## src/hw/rtl/mcq_pkg.sv

```systemverilog
// Shared constants, types and helpers for the min-conflicts queens step block.
`default_nettype none
package mcq_pkg;

    localparam int MAX_SIZE = 64;
    localparam int COL_W    = 6;
    localparam int ROW_W    = 6;
    localparam int SIZE_W   = 7;
    localparam int CNT_W    = 7;
    localparam int TRY_W    = 8;
    localparam int PICK_W   = 16;
    localparam int STEP_W   = $clog2(MAX_SIZE);
    localparam int DIV_CW   = $clog2(PICK_W);
    localparam int ADDR_W   = 3;

    localparam logic [SIZE_W-1:0] SIZE_RESET = 7'd8;
    localparam logic [SIZE_W-1:0] SIZE_MIN   = 7'd4;
    localparam logic [SIZE_W-1:0] SIZE_MAX   = SIZE_W'(MAX_SIZE);
    localparam logic [TRY_W-1:0]  TRY_SAT    = {TRY_W{1'b1}};

    // register index of board_size (byte address 4*index)
    localparam logic REG_BOARD_SIZE = 1'b0;

    localparam logic [1:0] FUNC_LOAD = 2'd0;
    localparam logic [1:0] FUNC_SWAP = 2'd1;
    localparam logic [1:0] FUNC_MOVE = 2'd2;
    localparam logic [1:0] FUNC_READ = 2'd3;

    localparam logic [1:0] REM_SWAP = 2'd0;
    localparam logic [1:0] REM_K    = 2'd1;
    localparam logic [1:0] REM_PICK = 2'd2;

    typedef struct packed {
        logic       capture;
        logic       mem_load;
        logic       rd_issue;
        logic       rd_take;
        logic       rem_start;
        logic [1:0] rem_sel;
        logic       sw_read;
        logic       sw_w1;
        logic       sw_w2;
        logic       scan_init;
        logic       col_start;
        logic       sweep_step;
        logic       sweep_lane;
        logic       col_end;
        logic       find_init;
        logic       find_step;
        logic       lane_init;
        logic       min_init;
        logic       min_step;
        logic       pick_init;
        logic       pick_step;
        logic       move_write;
        logic       out_load;
    } dp_cmd_t;

    typedef struct packed {
        logic [1:0] func;
        logic       col_ok;
        logic       rem_busy;
        logic       sweep_last;
        logic       scan_last;
        logic       pass_last;
        logic       move_ok;
    } dp_sts_t;

    function automatic logic [ROW_W-1:0] absdiff(input logic [ROW_W-1:0] a,
                                                 input logic [ROW_W-1:0] b);
        return (a > b) ? (a - b) : (b - a);
    endfunction

endpackage
`default_nettype wire

```

## src/hw/rtl/mcq_if.sv

```systemverilog
// Request and result channel interfaces.
`default_nettype none
interface mcq_in_if;
    import mcq_pkg::*;
    logic              valid;
    logic              ready;
    logic [1:0]        func;
    logic [COL_W-1:0]  column;
    logic [ROW_W-1:0]  row_value;
    logic [PICK_W-1:0] pick_a;
    logic [PICK_W-1:0] pick_b;
    modport source (output valid, func, column, row_value, pick_a, pick_b, input ready);
    modport sink   (input valid, func, column, row_value, pick_a, pick_b, output ready);
endinterface

interface mcq_out_if;
    import mcq_pkg::*;
    logic             valid;
    logic             ready;
    logic [CNT_W-1:0] conflicted_count;
    logic             solved;
    logic             exhausted;
    logic [ROW_W-1:0] read_row;
    modport source (output valid, conflicted_count, solved, exhausted, read_row,
                    input ready);
    modport sink   (input valid, conflicted_count, solved, exhausted, read_row,
                    output ready);
endinterface
`default_nettype wire

```

## src/hw/rtl/mcq_rem.sv

```systemverilog
// Restoring remainder unit, one dividend bit per cycle.
`default_nettype none
module mcq_rem (
    input  logic                      clk,
    input  logic                      rst_n,
    input  logic                      start,
    input  logic [mcq_pkg::PICK_W-1:0] dividend,
    input  logic [mcq_pkg::CNT_W-1:0]  divisor,
    output logic                      busy,
    output logic [mcq_pkg::CNT_W-1:0]  rem
);
    import mcq_pkg::*;

    logic              busy_reg, busy_next;
    logic [DIV_CW-1:0] cnt_reg, cnt_next;
    logic [PICK_W-1:0] q_reg, q_next;
    logic [CNT_W-1:0]  d_reg, d_next;
    logic [CNT_W-1:0]  r_reg, r_next;
    logic [CNT_W:0]    trial;

    assign trial = {r_reg, q_reg[PICK_W-1]};

    always_comb
    begin
        busy_next = busy_reg;
        cnt_next  = cnt_reg;
        q_next    = q_reg;
        d_next    = d_reg;
        r_next    = r_reg;
        if (start)
        begin
            busy_next = 1'b1;
            cnt_next  = '0;
            q_next    = dividend;
            d_next    = divisor;
            r_next    = '0;
        end
        else if (busy_reg)
        begin
            q_next   = {q_reg[PICK_W-2:0], 1'b0};
            cnt_next = cnt_reg + 1'b1;
            if (trial >= {1'b0, d_reg})
                r_next = CNT_W'(trial - {1'b0, d_reg});
            else
                r_next = trial[CNT_W-1:0];
            if (cnt_reg == DIV_CW'(PICK_W - 1))
                busy_next = 1'b0;
        end
    end

    always_ff @(posedge clk or negedge rst_n)
    begin
        if (!rst_n)
        begin
            busy_reg <= 1'b0;
            cnt_reg  <= '0;
        end
        else
        begin
            busy_reg <= busy_next;
            cnt_reg  <= cnt_next;
        end
    end

    always_ff @(posedge clk)
    begin
        q_reg <= q_next;
        d_reg <= d_next;
        r_reg <= r_next;
    end

    assign busy = busy_reg;
    assign rem  = r_reg;

endmodule
`default_nettype wire

```

## src/hw/rtl/mcq_dp.sv

```systemverilog
// Datapath: board memory, conflict scan, row lanes, selection and result registers.
`default_nettype none
module mcq_dp (
    input  logic                       clk,
    input  logic                       rst_n,
    input  mcq_pkg::dp_cmd_t           cmd,
    output mcq_pkg::dp_sts_t           sts,
    input  logic [1:0]                 in_func,
    input  logic [mcq_pkg::COL_W-1:0]  in_column,
    input  logic [mcq_pkg::ROW_W-1:0]  in_row_value,
    input  logic [mcq_pkg::PICK_W-1:0] in_pick_a,
    input  logic [mcq_pkg::PICK_W-1:0] in_pick_b,
    input  logic                       cfg_we,
    input  logic [mcq_pkg::SIZE_W-1:0] cfg_data,
    output logic [mcq_pkg::SIZE_W-1:0] size_q,
    output logic [mcq_pkg::CNT_W-1:0]  conflicted_count,
    output logic                       solved,
    output logic                       exhausted,
    output logic [mcq_pkg::ROW_W-1:0]  read_row
);
    import mcq_pkg::*;

    // board memory
    logic [ROW_W-1:0]  rows_mem [MAX_SIZE];
    logic              we;
    logic [COL_W-1:0]  waddr;
    logic [ROW_W-1:0]  wdata;
    logic              re_a, re_b;
    logic [COL_W-1:0]  raddr_a, raddr_b;
    logic [ROW_W-1:0]  rd_a_reg, rd_b_reg;

    // request
    logic [1:0]        func_reg;
    logic [COL_W-1:0]  column_reg;
    logic [ROW_W-1:0]  row_value_reg;
    logic [PICK_W-1:0] pick_a_reg, pick_b_reg;

    // control state
    logic [SIZE_W-1:0] size_reg;
    logic [TRY_W-1:0]  try_reg;

    logic [SIZE_W-1:0] n;
    logic              col_ok;
    logic              exh;

    // scan
    logic [COL_W-1:0]    i_reg;
    logic [SIZE_W-1:0]   j_reg;
    logic                a_vld_reg;
    logic [COL_W-1:0]    a_tag_reg;
    logic                hit_reg;
    logic                col_hit;
    logic                issue;
    logic [CNT_W-1:0]    cnt_reg;
    logic [MAX_SIZE-1:0] flags_reg;
    logic [MAX_SIZE-1:0] walk_reg;

    // move
    logic [CNT_W-1:0]    lanes_reg [MAX_SIZE];
    logic [MAX_SIZE-1:0] lane_hit;
    logic [STEP_W-1:0]   step_reg;
    logic                step_in;
    logic [CNT_W-1:0]    k_reg;
    logic                found_reg;
    logic [COL_W-1:0]    mcol_reg;
    logic [CNT_W-1:0]    best_reg;
    logic [CNT_W-1:0]    ties_reg;
    logic [ROW_W-1:0]    newrow_reg;
    logic [ROW_W-1:0]    rd_reg;

    // remainder unit
    logic [PICK_W-1:0] div_a;
    logic [CNT_W-1:0]  div_d;
    logic              rem_busy;
    logic [CNT_W-1:0]  rem_val;

    always_comb
    begin
        if (size_reg < SIZE_MIN)
            n = SIZE_MIN;
        else if (size_reg > SIZE_MAX)
            n = SIZE_MAX;
        else
            n = size_reg;
    end

    assign col_ok  = {1'b0, column_reg} < n;
    assign exh     = try_reg >= {n, 1'b0};
    assign issue   = cmd.sweep_step && (j_reg < n);
    assign step_in = {1'b0, step_reg} < n;

    assign col_hit = a_vld_reg && (a_tag_reg != i_reg)
                     && ((rd_a_reg == rd_b_reg)
                         || (absdiff(a_tag_reg, i_reg) == absdiff(rd_a_reg, rd_b_reg)));

    always_comb
    begin
        for (int r = 0; r < MAX_SIZE; r++)
        begin
            lane_hit[r] = a_vld_reg && (a_tag_reg != mcol_reg)
                          && ((rd_a_reg == ROW_W'(r))
                              || (absdiff(a_tag_reg, mcol_reg)
                                  == absdiff(rd_a_reg, ROW_W'(r))));
        end
    end

    // memory port selection
    always_comb
    begin
        we      = 1'b0;
        waddr   = column_reg;
        wdata   = row_value_reg;
        re_a    = 1'b0;
        raddr_a = column_reg;
        re_b    = 1'b0;
        raddr_b = i_reg;
        if (cmd.mem_load)
            we = 1'b1;
        else if (cmd.sw_w1)
        begin
            we    = 1'b1;
            wdata = rd_b_reg;
        end
        else if (cmd.sw_w2)
        begin
            we    = 1'b1;
            waddr = rem_val[COL_W-1:0];
            wdata = rd_a_reg;
        end
        else if (cmd.move_write)
        begin
            we    = 1'b1;
            waddr = mcol_reg;
            wdata = newrow_reg;
        end
        if (cmd.rd_issue || cmd.sw_read)
            re_a = 1'b1;
        else if (issue)
        begin
            re_a    = 1'b1;
            raddr_a = j_reg[COL_W-1:0];
        end
        if (cmd.sw_read)
        begin
            re_b    = 1'b1;
            raddr_b = rem_val[COL_W-1:0];
        end
        else if (cmd.col_start)
            re_b = 1'b1;
    end

    always_ff @(posedge clk)
    begin
        if (we)
            rows_mem[waddr] <= wdata;
        if (re_a)
            rd_a_reg <= rows_mem[raddr_a];
        if (re_b)
            rd_b_reg <= rows_mem[raddr_b];
    end

    always_comb
    begin
        unique case (cmd.rem_sel)
            REM_SWAP:
            begin
                div_a = pick_a_reg;
                div_d = n;
            end
            REM_K:
            begin
                div_a = pick_a_reg;
                div_d = cnt_reg;
            end
            REM_PICK:
            begin
                div_a = pick_b_reg;
                div_d = ties_reg;
            end
            default:
            begin
                div_a = pick_b_reg;
                div_d = ties_reg;
            end
        endcase
    end

    mcq_rem u_rem (
        .clk      (clk),
        .rst_n    (rst_n),
        .start    (cmd.rem_start),
        .dividend (div_a),
        .divisor  (div_d),
        .busy     (rem_busy),
        .rem      (rem_val)
    );

    // control state: board size and try counter
    always_ff @(posedge clk or negedge rst_n)
    begin
        if (!rst_n)
        begin
            size_reg <= SIZE_RESET;
            try_reg  <= '0;
        end
        else
        begin
            if (cfg_we)
                size_reg <= cfg_data;
            if (cmd.sw_w2)
                try_reg <= '0;
            else if (cmd.move_write && (try_reg != TRY_SAT))
                try_reg <= try_reg + 1'b1;
        end
    end

    always_ff @(posedge clk or negedge rst_n)
    begin
        if (!rst_n)
            a_vld_reg <= 1'b0;
        else
            a_vld_reg <= issue;
    end

    always_ff @(posedge clk)
    begin
        if (cmd.capture)
        begin
            func_reg      <= in_func;
            column_reg    <= in_column;
            row_value_reg <= in_row_value;
            pick_a_reg    <= in_pick_a;
            pick_b_reg    <= in_pick_b;
            rd_reg        <= '0;
        end
        else if (cmd.rd_take && col_ok)
            rd_reg <= rd_a_reg;

        a_tag_reg <= j_reg[COL_W-1:0];

        // conflict scan over columns
        if (cmd.scan_init)
        begin
            i_reg   <= '0;
            cnt_reg <= '0;
        end
        else if (cmd.col_end)
        begin
            i_reg            <= i_reg + 1'b1;
            cnt_reg          <= cnt_reg + CNT_W'(hit_reg);
            flags_reg[i_reg] <= hit_reg;
        end

        if (cmd.col_start || cmd.lane_init)
            j_reg <= '0;
        else if (issue)
            j_reg <= j_reg + 1'b1;

        if (cmd.col_start)
            hit_reg <= 1'b0;
        else if (cmd.sweep_step && !cmd.sweep_lane && col_hit)
            hit_reg <= 1'b1;

        // shared pass counter
        if (cmd.find_init || cmd.min_init || cmd.pick_init)
            step_reg <= '0;
        else if (cmd.find_step || cmd.min_step || cmd.pick_step)
            step_reg <= step_reg + 1'b1;

        // k-th conflicted column (find) and k-th tied row (pick)
        if (cmd.find_init)
        begin
            walk_reg  <= flags_reg;
            k_reg     <= rem_val;
            found_reg <= 1'b0;
        end
        else if (cmd.find_step)
        begin
            walk_reg <= {1'b0, walk_reg[MAX_SIZE-1:1]};
            if (step_in && walk_reg[0] && !found_reg)
            begin
                if (k_reg == '0)
                begin
                    mcol_reg  <= step_reg;
                    found_reg <= 1'b1;
                end
                else
                    k_reg <= k_reg - 1'b1;
            end
        end
        else if (cmd.pick_init)
        begin
            k_reg     <= rem_val;
            found_reg <= 1'b0;
        end
        else if (cmd.pick_step)
        begin
            if (step_in && (lanes_reg[0] == best_reg) && !found_reg)
            begin
                if (k_reg == '0)
                begin
                    newrow_reg <= step_reg;
                    found_reg  <= 1'b1;
                end
                else
                    k_reg <= k_reg - 1'b1;
            end
        end

        // minimum and tie count over candidate rows
        if (cmd.min_init)
        begin
            best_reg <= {CNT_W{1'b1}};
            ties_reg <= '0;
        end
        else if (cmd.min_step && step_in)
        begin
            if (lanes_reg[0] < best_reg)
            begin
                best_reg <= lanes_reg[0];
                ties_reg <= CNT_W'(1);
            end
            else if (lanes_reg[0] == best_reg)
                ties_reg <= ties_reg + 1'b1;
        end

        // one lane per candidate row; passes rotate them past lane 0
        for (int r = 0; r < MAX_SIZE; r++)
        begin
            if (cmd.lane_init)
                lanes_reg[r] <= '0;
            else if (cmd.sweep_step && cmd.sweep_lane && lane_hit[r])
                lanes_reg[r] <= lanes_reg[r] + 1'b1;
            else if (cmd.min_step || cmd.pick_step)
                lanes_reg[r] <= lanes_reg[(r + 1) % MAX_SIZE];
        end

        if (cmd.out_load)
        begin
            conflicted_count <= cnt_reg;
            solved           <= (cnt_reg == '0);
            exhausted        <= exh;
            read_row         <= rd_reg;
        end
    end

    assign sts.func       = func_reg;
    assign sts.col_ok     = col_ok;
    assign sts.rem_busy   = rem_busy;
    assign sts.sweep_last = a_vld_reg && ({1'b0, a_tag_reg} == (n - 1'b1));
    assign sts.scan_last  = ({1'b0, i_reg} == (n - 1'b1));
    assign sts.pass_last  = (step_reg == {STEP_W{1'b1}});
    assign sts.move_ok    = (cnt_reg != '0) && !exh;
    assign size_q         = size_reg;

endmodule
`default_nettype wire

```

## src/hw/rtl/mcq_ctrl.sv

```systemverilog
// Controller state machine sequencing each request through the datapath.
`default_nettype none
module mcq_ctrl (
    input  logic             clk,
    input  logic             rst_n,
    input  logic             in_valid,
    output logic             in_ready,
    output logic             out_valid,
    input  logic             out_ready,
    input  mcq_pkg::dp_sts_t sts,
    output mcq_pkg::dp_cmd_t cmd
);
    import mcq_pkg::*;

    localparam logic [4:0] S_IDLE       = 5'd0;
    localparam logic [4:0] S_DISPATCH   = 5'd1;
    localparam logic [4:0] S_LOAD       = 5'd2;
    localparam logic [4:0] S_RD         = 5'd3;
    localparam logic [4:0] S_RD2        = 5'd4;
    localparam logic [4:0] S_SW_DIV     = 5'd5;
    localparam logic [4:0] S_SW_WAIT    = 5'd6;
    localparam logic [4:0] S_SW_RD      = 5'd7;
    localparam logic [4:0] S_SW_W1      = 5'd8;
    localparam logic [4:0] S_SW_W2      = 5'd9;
    localparam logic [4:0] S_SCAN_INIT  = 5'd10;
    localparam logic [4:0] S_COL_START  = 5'd11;
    localparam logic [4:0] S_COL_SWEEP  = 5'd12;
    localparam logic [4:0] S_COL_END    = 5'd13;
    localparam logic [4:0] S_MV_CHECK   = 5'd14;
    localparam logic [4:0] S_K_WAIT     = 5'd15;
    localparam logic [4:0] S_FIND       = 5'd16;
    localparam logic [4:0] S_LANE_START = 5'd17;
    localparam logic [4:0] S_LANE_SWEEP = 5'd18;
    localparam logic [4:0] S_MIN_INIT   = 5'd19;
    localparam logic [4:0] S_MIN        = 5'd20;
    localparam logic [4:0] S_PICK_DIV   = 5'd21;
    localparam logic [4:0] S_PICK_WAIT  = 5'd22;
    localparam logic [4:0] S_PICK       = 5'd23;
    localparam logic [4:0] S_MV_WRITE   = 5'd24;
    localparam logic [4:0] S_DONE       = 5'd25;

    logic [4:0] state_reg, state_next;
    logic       moved_reg, moved_next;
    logic       ovalid_reg, ovalid_next;

    always_comb
    begin
        state_next  = state_reg;
        moved_next  = moved_reg;
        ovalid_next = ovalid_reg;
        cmd         = '0;
        cmd.rem_sel = REM_SWAP;
        if (ovalid_reg && out_ready)
            ovalid_next = 1'b0;

        unique case (state_reg)
            S_IDLE:
            begin
                if (in_valid)
                begin
                    cmd.capture = 1'b1;
                    moved_next  = 1'b0;
                    state_next  = S_DISPATCH;
                end
            end
            S_DISPATCH:
            begin
                case (sts.func)
                    FUNC_LOAD: state_next = S_LOAD;
                    FUNC_READ: state_next = S_RD;
                    FUNC_SWAP: state_next = sts.col_ok ? S_SW_DIV : S_SCAN_INIT;
                    default:   state_next = S_SCAN_INIT;
                endcase
            end
            S_LOAD:
            begin
                cmd.mem_load = sts.col_ok;
                state_next   = S_SCAN_INIT;
            end
            S_RD:
            begin
                cmd.rd_issue = 1'b1;
                state_next   = S_RD2;
            end
            S_RD2:
            begin
                cmd.rd_take = 1'b1;
                state_next  = S_SCAN_INIT;
            end
            S_SW_DIV:
            begin
                cmd.rem_start = 1'b1;
                cmd.rem_sel   = REM_SWAP;
                state_next    = S_SW_WAIT;
            end
            S_SW_WAIT:
            begin
                if (!sts.rem_busy)
                    state_next = S_SW_RD;
            end
            S_SW_RD:
            begin
                cmd.sw_read = 1'b1;
                state_next  = S_SW_W1;
            end
            S_SW_W1:
            begin
                cmd.sw_w1  = 1'b1;
                state_next = S_SW_W2;
            end
            S_SW_W2:
            begin
                cmd.sw_w2  = 1'b1;
                state_next = S_SCAN_INIT;
            end
            S_SCAN_INIT:
            begin
                cmd.scan_init = 1'b1;
                state_next    = S_COL_START;
            end
            S_COL_START:
            begin
                cmd.col_start = 1'b1;
                state_next    = S_COL_SWEEP;
            end
            S_COL_SWEEP:
            begin
                cmd.sweep_step = 1'b1;
                if (sts.sweep_last)
                    state_next = S_COL_END;
            end
            S_COL_END:
            begin
                cmd.col_end = 1'b1;
                if (!sts.scan_last)
                    state_next = S_COL_START;
                else if ((sts.func == FUNC_MOVE) && !moved_reg)
                    state_next = S_MV_CHECK;
                else
                    state_next = S_DONE;
            end
            S_MV_CHECK:
            begin
                if (sts.move_ok)
                begin
                    cmd.rem_start = 1'b1;
                    cmd.rem_sel   = REM_K;
                    state_next    = S_K_WAIT;
                end
                else
                    state_next = S_DONE;
            end
            S_K_WAIT:
            begin
                if (!sts.rem_busy)
                begin
                    cmd.find_init = 1'b1;
                    state_next    = S_FIND;
                end
            end
            S_FIND:
            begin
                cmd.find_step = 1'b1;
                if (sts.pass_last)
                    state_next = S_LANE_START;
            end
            S_LANE_START:
            begin
                cmd.lane_init = 1'b1;
                state_next    = S_LANE_SWEEP;
            end
            S_LANE_SWEEP:
            begin
                cmd.sweep_step = 1'b1;
                cmd.sweep_lane = 1'b1;
                if (sts.sweep_last)
                    state_next = S_MIN_INIT;
            end
            S_MIN_INIT:
            begin
                cmd.min_init = 1'b1;
                state_next   = S_MIN;
            end
            S_MIN:
            begin
                cmd.min_step = 1'b1;
                if (sts.pass_last)
                    state_next = S_PICK_DIV;
            end
            S_PICK_DIV:
            begin
                cmd.rem_start = 1'b1;
                cmd.rem_sel   = REM_PICK;
                state_next    = S_PICK_WAIT;
            end
            S_PICK_WAIT:
            begin
                if (!sts.rem_busy)
                begin
                    cmd.pick_init = 1'b1;
                    state_next    = S_PICK;
                end
            end
            S_PICK:
            begin
                cmd.pick_step = 1'b1;
                if (sts.pass_last)
                    state_next = S_MV_WRITE;
            end
            S_MV_WRITE:
            begin
                cmd.move_write = 1'b1;
                moved_next     = 1'b1;
                state_next     = S_SCAN_INIT;
            end
            S_DONE:
            begin
                if (!ovalid_reg || out_ready)
                begin
                    cmd.out_load = 1'b1;
                    ovalid_next  = 1'b1;
                    state_next   = S_IDLE;
                end
            end
            default:
            begin
                state_next = S_IDLE;
            end
        endcase
    end

    always_ff @(posedge clk or negedge rst_n)
    begin
        if (!rst_n)
        begin
            state_reg  <= S_IDLE;
            moved_reg  <= 1'b0;
            ovalid_reg <= 1'b0;
        end
        else
        begin
            state_reg  <= state_next;
            moved_reg  <= moved_next;
            ovalid_reg <= ovalid_next;
        end
    end

    assign in_ready  = (state_reg == S_IDLE);
    assign out_valid = ovalid_reg;

endmodule
`default_nettype wire

```

## src/hw/rtl/min_conflicts_queens_step.sv

```systemverilog
// Top level: min-conflicts queens step engine with APB configuration.
// Usage:
//   in_ch carries one request (func, column, row_value, pick_a, pick_b); it is
//   taken when valid and ready are both high. out_ch returns exactly one result
//   per request (conflicted_count, solved, exhausted, read_row).
//   board_size is written over APB at byte address 0; reads return it.
// Sequence, with n the board size in use (4..64):
//   every request ends with a conflict scan: for each column, one read of
//   the outer queen, then all n columns streamed through memory port A.
//   A swap first runs the remainder unit, then a read and two writes on the
//   single write port.
//   A move adds two remainders, a walk of the conflict flags, a sweep that
//   fills one attack counter per candidate row, two rotations of those
//   counters (one for the minimum and tie count, one for the tie pick) and
//   then a second scan.
//   One request is in flight at a time; ready is high only between requests.
// Reset: board_size returns to 8 and the try counter to zero; board contents
//   are undefined until loaded. No clearing pass is needed.
// Stalls: the result waits in an output register; the next request can be
//   taken meanwhile, and its result is held back until the first is taken.
`default_nettype none
module min_conflicts_queens_step (
    input  logic                        clk,
    input  logic                        rst_n,
    mcq_in_if.sink                      in_ch,
    mcq_out_if.source                   out_ch,
    input  logic                        psel,
    input  logic                        penable,
    input  logic                        pwrite,
    input  logic [mcq_pkg::ADDR_W-1:0]  paddr,
    input  logic [31:0]                 pwdata,
    output logic [31:0]                 prdata,
    output logic                        pready
);
    import mcq_pkg::*;

    dp_cmd_t           cmd;
    dp_sts_t           sts;
    logic              cfg_we;
    logic [SIZE_W-1:0] size_q;

    assign pready = 1'b1;
    assign cfg_we = psel && penable && pwrite && (paddr[ADDR_W-1] == REG_BOARD_SIZE);
    assign prdata = (paddr[ADDR_W-1] == REG_BOARD_SIZE) ? {{(32 - SIZE_W){1'b0}}, size_q}
                                                        : 32'd0;

    mcq_ctrl u_ctrl (
        .clk       (clk),
        .rst_n     (rst_n),
        .in_valid  (in_ch.valid),
        .in_ready  (in_ch.ready),
        .out_valid (out_ch.valid),
        .out_ready (out_ch.ready),
        .sts       (sts),
        .cmd       (cmd)
    );

    mcq_dp u_dp (
        .clk              (clk),
        .rst_n            (rst_n),
        .cmd              (cmd),
        .sts              (sts),
        .in_func          (in_ch.func),
        .in_column        (in_ch.column),
        .in_row_value     (in_ch.row_value),
        .in_pick_a        (in_ch.pick_a),
        .in_pick_b        (in_ch.pick_b),
        .cfg_we           (cfg_we),
        .cfg_data         (pwdata[SIZE_W-1:0]),
        .size_q           (size_q),
        .conflicted_count (out_ch.conflicted_count),
        .solved           (out_ch.solved),
        .exhausted        (out_ch.exhausted),
        .read_row         (out_ch.read_row)
    );

endmodule
`default_nettype wire

```

## src/flat_wrapper.sv

```systemverilog
// flat-port wrapper written by rule: the top's interface ports become plain ports
module min_conflicts_queens_step_flat import mcq_pkg::*;
  (clk, rst_n, psel, penable, pwrite, paddr, pwdata, prdata, pready, in_ch_valid, in_ch_func, in_ch_column, in_ch_row_value, in_ch_pick_a, in_ch_pick_b, in_ch_ready, out_ch_valid, out_ch_conflicted_count, out_ch_solved, out_ch_exhausted, out_ch_read_row, out_ch_ready);
  mcq_in_if in_ch_i ();
  mcq_out_if out_ch_i ();
  input  logic clk;
  input  logic rst_n;
  input  logic psel;
  input  logic penable;
  input  logic pwrite;
  input  logic [mcq_pkg::ADDR_W-1:0] paddr;
  input  logic [31:0] pwdata;
  output logic [31:0] prdata;
  output logic pready;
  input wire logic [$bits(in_ch_i.valid)-1:0] in_ch_valid;
  input wire logic [$bits(in_ch_i.func)-1:0] in_ch_func;
  input wire logic [$bits(in_ch_i.column)-1:0] in_ch_column;
  input wire logic [$bits(in_ch_i.row_value)-1:0] in_ch_row_value;
  input wire logic [$bits(in_ch_i.pick_a)-1:0] in_ch_pick_a;
  input wire logic [$bits(in_ch_i.pick_b)-1:0] in_ch_pick_b;
  output wire logic [$bits(in_ch_i.ready)-1:0] in_ch_ready;
  output wire logic [$bits(out_ch_i.valid)-1:0] out_ch_valid;
  output wire logic [$bits(out_ch_i.conflicted_count)-1:0] out_ch_conflicted_count;
  output wire logic [$bits(out_ch_i.solved)-1:0] out_ch_solved;
  output wire logic [$bits(out_ch_i.exhausted)-1:0] out_ch_exhausted;
  output wire logic [$bits(out_ch_i.read_row)-1:0] out_ch_read_row;
  input wire logic [$bits(out_ch_i.ready)-1:0] out_ch_ready;
  assign in_ch_i.valid = in_ch_valid;
  assign in_ch_i.func = in_ch_func;
  assign in_ch_i.column = in_ch_column;
  assign in_ch_i.row_value = in_ch_row_value;
  assign in_ch_i.pick_a = in_ch_pick_a;
  assign in_ch_i.pick_b = in_ch_pick_b;
  assign in_ch_ready = in_ch_i.ready;
  assign out_ch_valid = out_ch_i.valid;
  assign out_ch_conflicted_count = out_ch_i.conflicted_count;
  assign out_ch_solved = out_ch_i.solved;
  assign out_ch_exhausted = out_ch_i.exhausted;
  assign out_ch_read_row = out_ch_i.read_row;
  assign out_ch_i.ready = out_ch_ready;
  min_conflicts_queens_step u_core (.clk(clk), .rst_n(rst_n), .in_ch(in_ch_i), .out_ch(out_ch_i), .psel(psel), .penable(penable), .pwrite(pwrite), .paddr(paddr), .pwdata(pwdata), .prdata(prdata), .pready(pready));
endmodule
```

## config.mk

```make
export PLATFORM = sky130hd
export DESIGN_NAME = min_conflicts_queens_step_flat
export DESIGN_NICKNAME = d
export VERILOG_FILES = /design/src/hw/rtl/mcq_pkg.sv /design/src/hw/rtl/mcq_if.sv /design/src/hw/rtl/mcq_rem.sv /design/src/hw/rtl/mcq_dp.sv /design/src/hw/rtl/mcq_ctrl.sv /design/src/hw/rtl/min_conflicts_queens_step.sv /design/src/flat_wrapper.sv
export SDC_FILE = /design/constraint.sdc
export NUM_CORES = 2
export LEC_CHECK = 0
export ABC_AREA = 1
export BUFFER_PORTS_ARGS = -buffer_cell sky130_fd_sc_hd__buf_4
export CAP_MARGIN = 0
export CORE_UTILIZATION = 56
export CTS_CLUSTER_SIZE = 24
export DETAILED_ROUTE_END_ITERATION = 7
export GPL_ROUTABILITY_DRIVEN = 1
export GPL_TIMING_DRIVEN = 0
export PLACE_DENSITY = 0.73
export SLEW_MARGIN = 20
export SYNTH_ARGS = -nofsm -noshare
export SYNTH_HDL_FRONTEND = slang
export SYNTH_SLANG_ARGS = --single-unit
```

## constraint.sdc

```tcl
create_clock -name clk -period 5 [get_ports clk]
set_clock_uncertainty 0.05 [all_clocks]
set_input_delay 0.5 -clock clk [delete_from_list [all_inputs] [get_ports clk]]
set_output_delay 0.5 -clock clk [all_outputs]
set_load 0.02 [all_outputs]
```

Word level (Yosys, flattened, before mapping)
Memories as Yosys holds them, arrays and structs flattened. A register that Yosys moved wholly into a read port is not among the register bits.
Index checks and enable logic that the tools add are counted.
- bits in registers: 320
- bits in latches: 0
- memory bits (writable): 832
- memory bits (read-only): 0
- input bits: 88
- output and inout bits: 50
- word-level logic and storage cells: 1573
- memories kept: 2
- add/sub/neg operators: 207
- multipliers: 0
- div/mod/pow operators: 0
- $lt $le $gt $ge: 77
- eq/ne operators: 178
- shifts and indexed selects: 0
- multiplexer cells: 685
- bitwise gates (word level): 133
- reduce and logical (&&, ||, !) cells: 256
- memories (memory ; depth ; width ; read ports ; clocked after memory_dff ; wr ports ; RTL line ; text):
    u_core.u_dp.lanes_reg ; 64 ; 7 ; 64 ; 0 ; 64 ; mcq_dp.sv:59 ; logic [CNT_W-1:0] lanes_reg [MAX_SIZE];
    u_core.u_dp.rows_mem ; 64 ; 6 ; 2 ; 2 ; 1 ; mcq_dp.sv:24 ; logic [ROW_W-1:0] rows_mem [MAX_SIZE];
- operators with widths (operator ; count):
    $mux W7 ; 141
    $mux W6 ; 78
    $add A7 B1 Y7 const B ; 66
    $mux W1 ; 435
    $eq A6 B6 Y1 ; 66
    $eq A6 B6 Y1 const B ; 33
    $gt A6 B6 Y1 const B ; 32
    $sub A6 B6 Y6 const A ; 32
    $sub A6 B6 Y6 const B ; 32
    $logic_and A1 B1 Y1 ; 150
    $mux W64 ; 2
    $or A1 B1 Y1 ; 128
    $pmux W5 S23 ; 1
    $eq A6 B5 Y1 const B ; 16
    $gt A6 B5 Y1 const B ; 16
    $sub A5 B6 Y6 const A ; 16
    $sub A6 B5 Y6 const B ; 16
    $logic_or A1 B1 Y1 ; 73
    $mux W5 ; 13
    $bwmux W64 ; 1
    $eq A5 B5 Y1 const B ; 10
    $eq A6 B4 Y1 const B ; 8
    $gt A6 B4 Y1 const B ; 8
    $mux W16 ; 3
    69 further kinds ; 160

Logic depth before layout (Yosys ltp)
- word-level depth: 12
- mapped depth: 25
- depth with buffers taken out: 23

By module
A second synthesis with hierarchy kept.
- cells, all modules: 8640
- area total of the unflattened synthesis: 73830.8 um^2
- modules (own cells, without submodules) (module ; instances ; cells each ; area each (um^2) ; seq. area each (um^2)):
    mcq_dp ; 1 ; 8207 ; 70776.6 ; 33073.0
    mcq_rem ; 1 ; 209 ; 1818.0 ; 955.9
    mcq_ctrl ; 1 ; 177 ; 949.7 ; 175.2
    min_conflicts_queens_step ; 1 ; 47 ; 286.5 ; 0.0

Least setup slack after synthesis
OpenSTA, ideal clock, no wires.
- path type: flip-flop to flip-flop
- start: reg u_core.u_ctrl.state_reg[0]
- end: mem u_core.u_dp.rows_mem[0][5], data pin
- setup time: 0.702 ns
- arrival time: 3.513 ns
- required time: 4.248 ns
- slack: 0.735 ns
- stages on the path, launching flop included: 5
- path buffers: 1
- clock period less this slack: 4.265 ns
- cells stage by stage: dfrtp_1 > nor2_2 > nand3_1 > clkbuf_1 > o21ai_0
- cells in the longest elaborated chain, start to end: 6
- elaborated cells on any way between the ends: 12
- classes of those cells: eq/ne (4); mux (8)
- ends and longest elaborated chain (what ; RTL line ; text):
    start: declaration ; mcq_ctrl.sv:42 ; logic [4:0] state_reg, state_next;
    start signal: assignment ; mcq_ctrl.sv:242 ; state_reg <= state_next;
    $eq A5 B5 Y1 ; mcq_ctrl.sv:56 ; unique case (state_reg)
    $mux W1 ; mcq_ctrl.sv:56 ;
    $mux W6 ; mcq_dp.sv:130 ; else if (cmd.move_write)
    $mux W6 ; mcq_dp.sv:124 ; else if (cmd.sw_w2)
    $mux W6 ; mcq_dp.sv:119 ; else if (cmd.sw_w1)
    $mux W6 (*) ; mcq_dp.sv:117 ; if (cmd.mem_load)
    net u_core.u_dp.wdata[5] ; mcq_dp.sv:27 ; logic [ROW_W-1:0] wdata;
    end: declaration ; mcq_dp.sv:24 ;
Mark *: on every way through the listed nets, which the timed path passes. The rest lies on a longest branch.

==> flow_summary.toml <==
[place]
gp_congestion = 1.16
port_buffers = 83
place_ws_ps = -1700
placed_area_mm2 = 0.0773
hpwlAfterDp_um = 216000
dp_cells = 10700

[cts]
cts_buffers = 121
h-tree-depth = 3
clk_pin_slew_ps = 60
cts_sinks = 1164
cts_tree = "built"
insertion_delay_ps = 830
clk_path_buf_depth = 3
cts_root_buf = "clkbuf_16"

[sta]
min_period_over_period_pct = 101
slew_violations = 0
fmaxAchievable_mhz = 197
fin_ws_ps = -74.5
worst_pin_slew_ps = 1480
hold-worst-slack_ps = 58.0
slew_headroom_pct = 1.21
hold_viol_final = 0
min_period_ps = 5070
setup_viol = 15

[floorplanning]
initial_core_util_pct = 56.7
die-area_mm2 = 0.133
rows = 132
die_h_um = 365
io_pins = 138
coreArea_mm2 = 0.130
die_w_um = 365

[synth]
dominantRegCellSynth = "edfxtp_1"
postSynthCellCount = 8808
synth_cell_types = 57
seq_area_frac_synth_pct = 46.3
netlist_area_mm2 = 0.0738
synth_area_per_cell_um2 = 8.38
synthArstFlopShare_pct = 2.41
synth_area_leader_cell = "edfxtp_1"
synth_top_area_share_pct = 43.7
ys_top_cells_by_area = "edfxtp_1 (44%), nand2_1 (12%), nand3_1 (7.3%), xor2_1 (4.8%), o21ai_0 (3.8%)"
ys_ff_latch = 1164
yosysWarningCount = 0
synth_edf_count = 1075

[setup_path]
path_class = "register to register"
cp-start-kind = "register"
path_max_fanout = 11
cp-end-kind = "register"
cp.required_ps = 5430
arrival_ps = 5500

[cells_and_area]
largest_reg_flops = 448
drive_gt1_share_pct = 9.08
synthToLayoutAreaGrowth_pct = 11.7
fin_area_mm2 = 0.0824
instances_no_fill = 11000
layout.nets = 9399
regArea_mm2 = 0.0342
fillers = 11000
multi_input_area_mm2 = 0.0351

[routing]
wl_um = 311000
drc = 47
drtIter0Drc = 11300
dr.pass1.iters = 8
num_vias = 70200
routedWlPerCell_um = 28.2
vias_per_cell = 6.38
antenna_left = 0

[min_path]
min_path_type = "primary input to register"

[power_and_ir_drop]
p_leak_nw = 33.9
irDropWorstVdd_mv = 0.411
power_density_mw_per_mm2 = 610

[run_status]
violations = "DRC, setup timing"
outcome = "complete, but fails checks"

[global_routing]
grt_max_degree = 55
globalRouteOverflowTotal = 0
grt_pass1_wl_um = 441000
gr-usage-all-layers_pct = 45.9
antenna_found_initial = 22
grt_pass1_vias = 65000

[flow_run]
cap_violations = 0
## Yosys cell counts, drive strengths merged, types with 55 or more instances
cell type	count
a21oi	202
buf	237
clkbuf	242
dfxtp	61
edfxtp	1075
ha	167
inv	705
mux2	63
nand2	2315
nand3	1075
nand3b	339
nor2	626
o211ai	69
o21ai	647
o221ai	55
o22ai	55
or2	68
xnor2	199
xor2	407
## cell usage in the layout (no fill, tap or decap), drive strengths merged, types with 6 or more instances in the layout
master	instances
inv	708
fa	7
a21o	6
nor3	37
edfxtp	1075
o221ai	55
xnor2	199
clkinv	64
clkbuf	398
nand3	1075
ha	167
a21oi	202
nand3b	339
dlygate4sd3	54
dfrtp	27
a31oi	20
mux2	63
o21ai	647
buf	351
clkinvlp	10
nor4	11
o22ai	55
diode	16
dfxtp	61
bufinv	11
nand4	44
nor2	626
xor2	407
o21a	13
or2	68
o211ai	69
conb	26
nand2	2315
## path summary, 6_finish.rpt
path                                         start                            to  slack, ps  cells past startpoint
min                                      pwdata[6]         u_core.u_dp.size_q[6]         60                      3
max in group asynchronous                    rst_n         u_core.u_dp.size_q[3]       4310                      2
max                        u_core.u_dp.rd_a_reg[4]  u_core.u_dp.lanes_reg[15][5]        -70                     11
min in group asynchronous                    rst_n  u_core.u_dp.u_rem.cnt_reg[3]        120                      2
min reg2reg                  u_core.u_dp.rd_reg[2]       u_core.u_dp.read_row[2]        330                      0
max reg2reg                u_core.u_dp.rd_a_reg[4]  u_core.u_dp.lanes_reg[15][5]        -70                     11
## cell families after synthesis
logic type / share of synthesized area, %
muxes: 0.975
DFF: 46.3
AOI/OAI and AO/OA: 8.60
adders and majority gates: 3.02
xor gates and xnor gates: 7.19
buffers and inverters: 6.68
other: 0.0102
and+or+nand+nor: 27.2
## power breakdown
group	total, mW	leakage, nW	switching, mW	internal (mW)
sequential	13.2	9.96	0.883	12.3
combinational	27.8	22.0	20.1	7.69
clock	9.28	1.95	4.19	5.09
total	50.2	33.9	25.2	25.1
## worst max-delay path: stages (launching register included)
cell and delay [ps]:
edfxtp_1 820, ha_1 290, buf_2 320, nor2_1 70, nor2_1 960, a21oi_1 460
o21ai_0 690, xor2_1 200, nand3_1 130, o21ai_4 390, nand2_1 110, nand2_1 270
## per-stage QoR
| stage | utilization, % | power, mW | TNS [ps] |
|---|---|---|---|
| 3_5_place_dp | 59.4 | 38.8 | -1124990 |
| 6_report | 63.3 | 50.2 | -593 |
| 5_1_grt | 63.3 | 51.5 | -22.2 |
| 4_1_cts | 63.1 | 48.1 | 0 |
| 2_1_floorplan | - | 28.9 | 0 |
| 3_3_place_gp | 58.9 | 38.3 | -2835360 |
## cell type report
| type | instances | area share [%] |
|---|---|---|
| sequential | 1164 | 41.5 |
| clock buffer | 144 | 3.81 |
| tap | 1742 | 2.64 |
| buffer | 479 | 2.91 |
| timing repair buffer | 182 | 2.20 |
| clock inverter | 80 | 1.05 |
| antenna | 16 | 0.0486 |
| multi-input combinational | 6476 | 42.6 |
| inverter | 713 | 3.26 |
## per-layer routing
layer | vias to the layer above | GRT usage [%] | part of all wire [%]
met5 | - | 0.835 | 0.064
met4 | 26 | 32.5 | 9.2
met3 | 1541 | 16.0 | 14
met2 | 5462 | 68.6 | 42
met1 | 32800 | 55.3 | 35
li1 | 30400 | - | -
## repair_timing
item | in CTS | in global routing
hold buffers | 54 | 0
gates resized for setup | 54 | 61
pin swaps | 10 | 3
buffers inserted | 18 | 7
hold endpoints to repair | 81 | 0
setup endpoints to repair | 1237 | 254
Note: power is estimated with default switching activity, not from simulation.
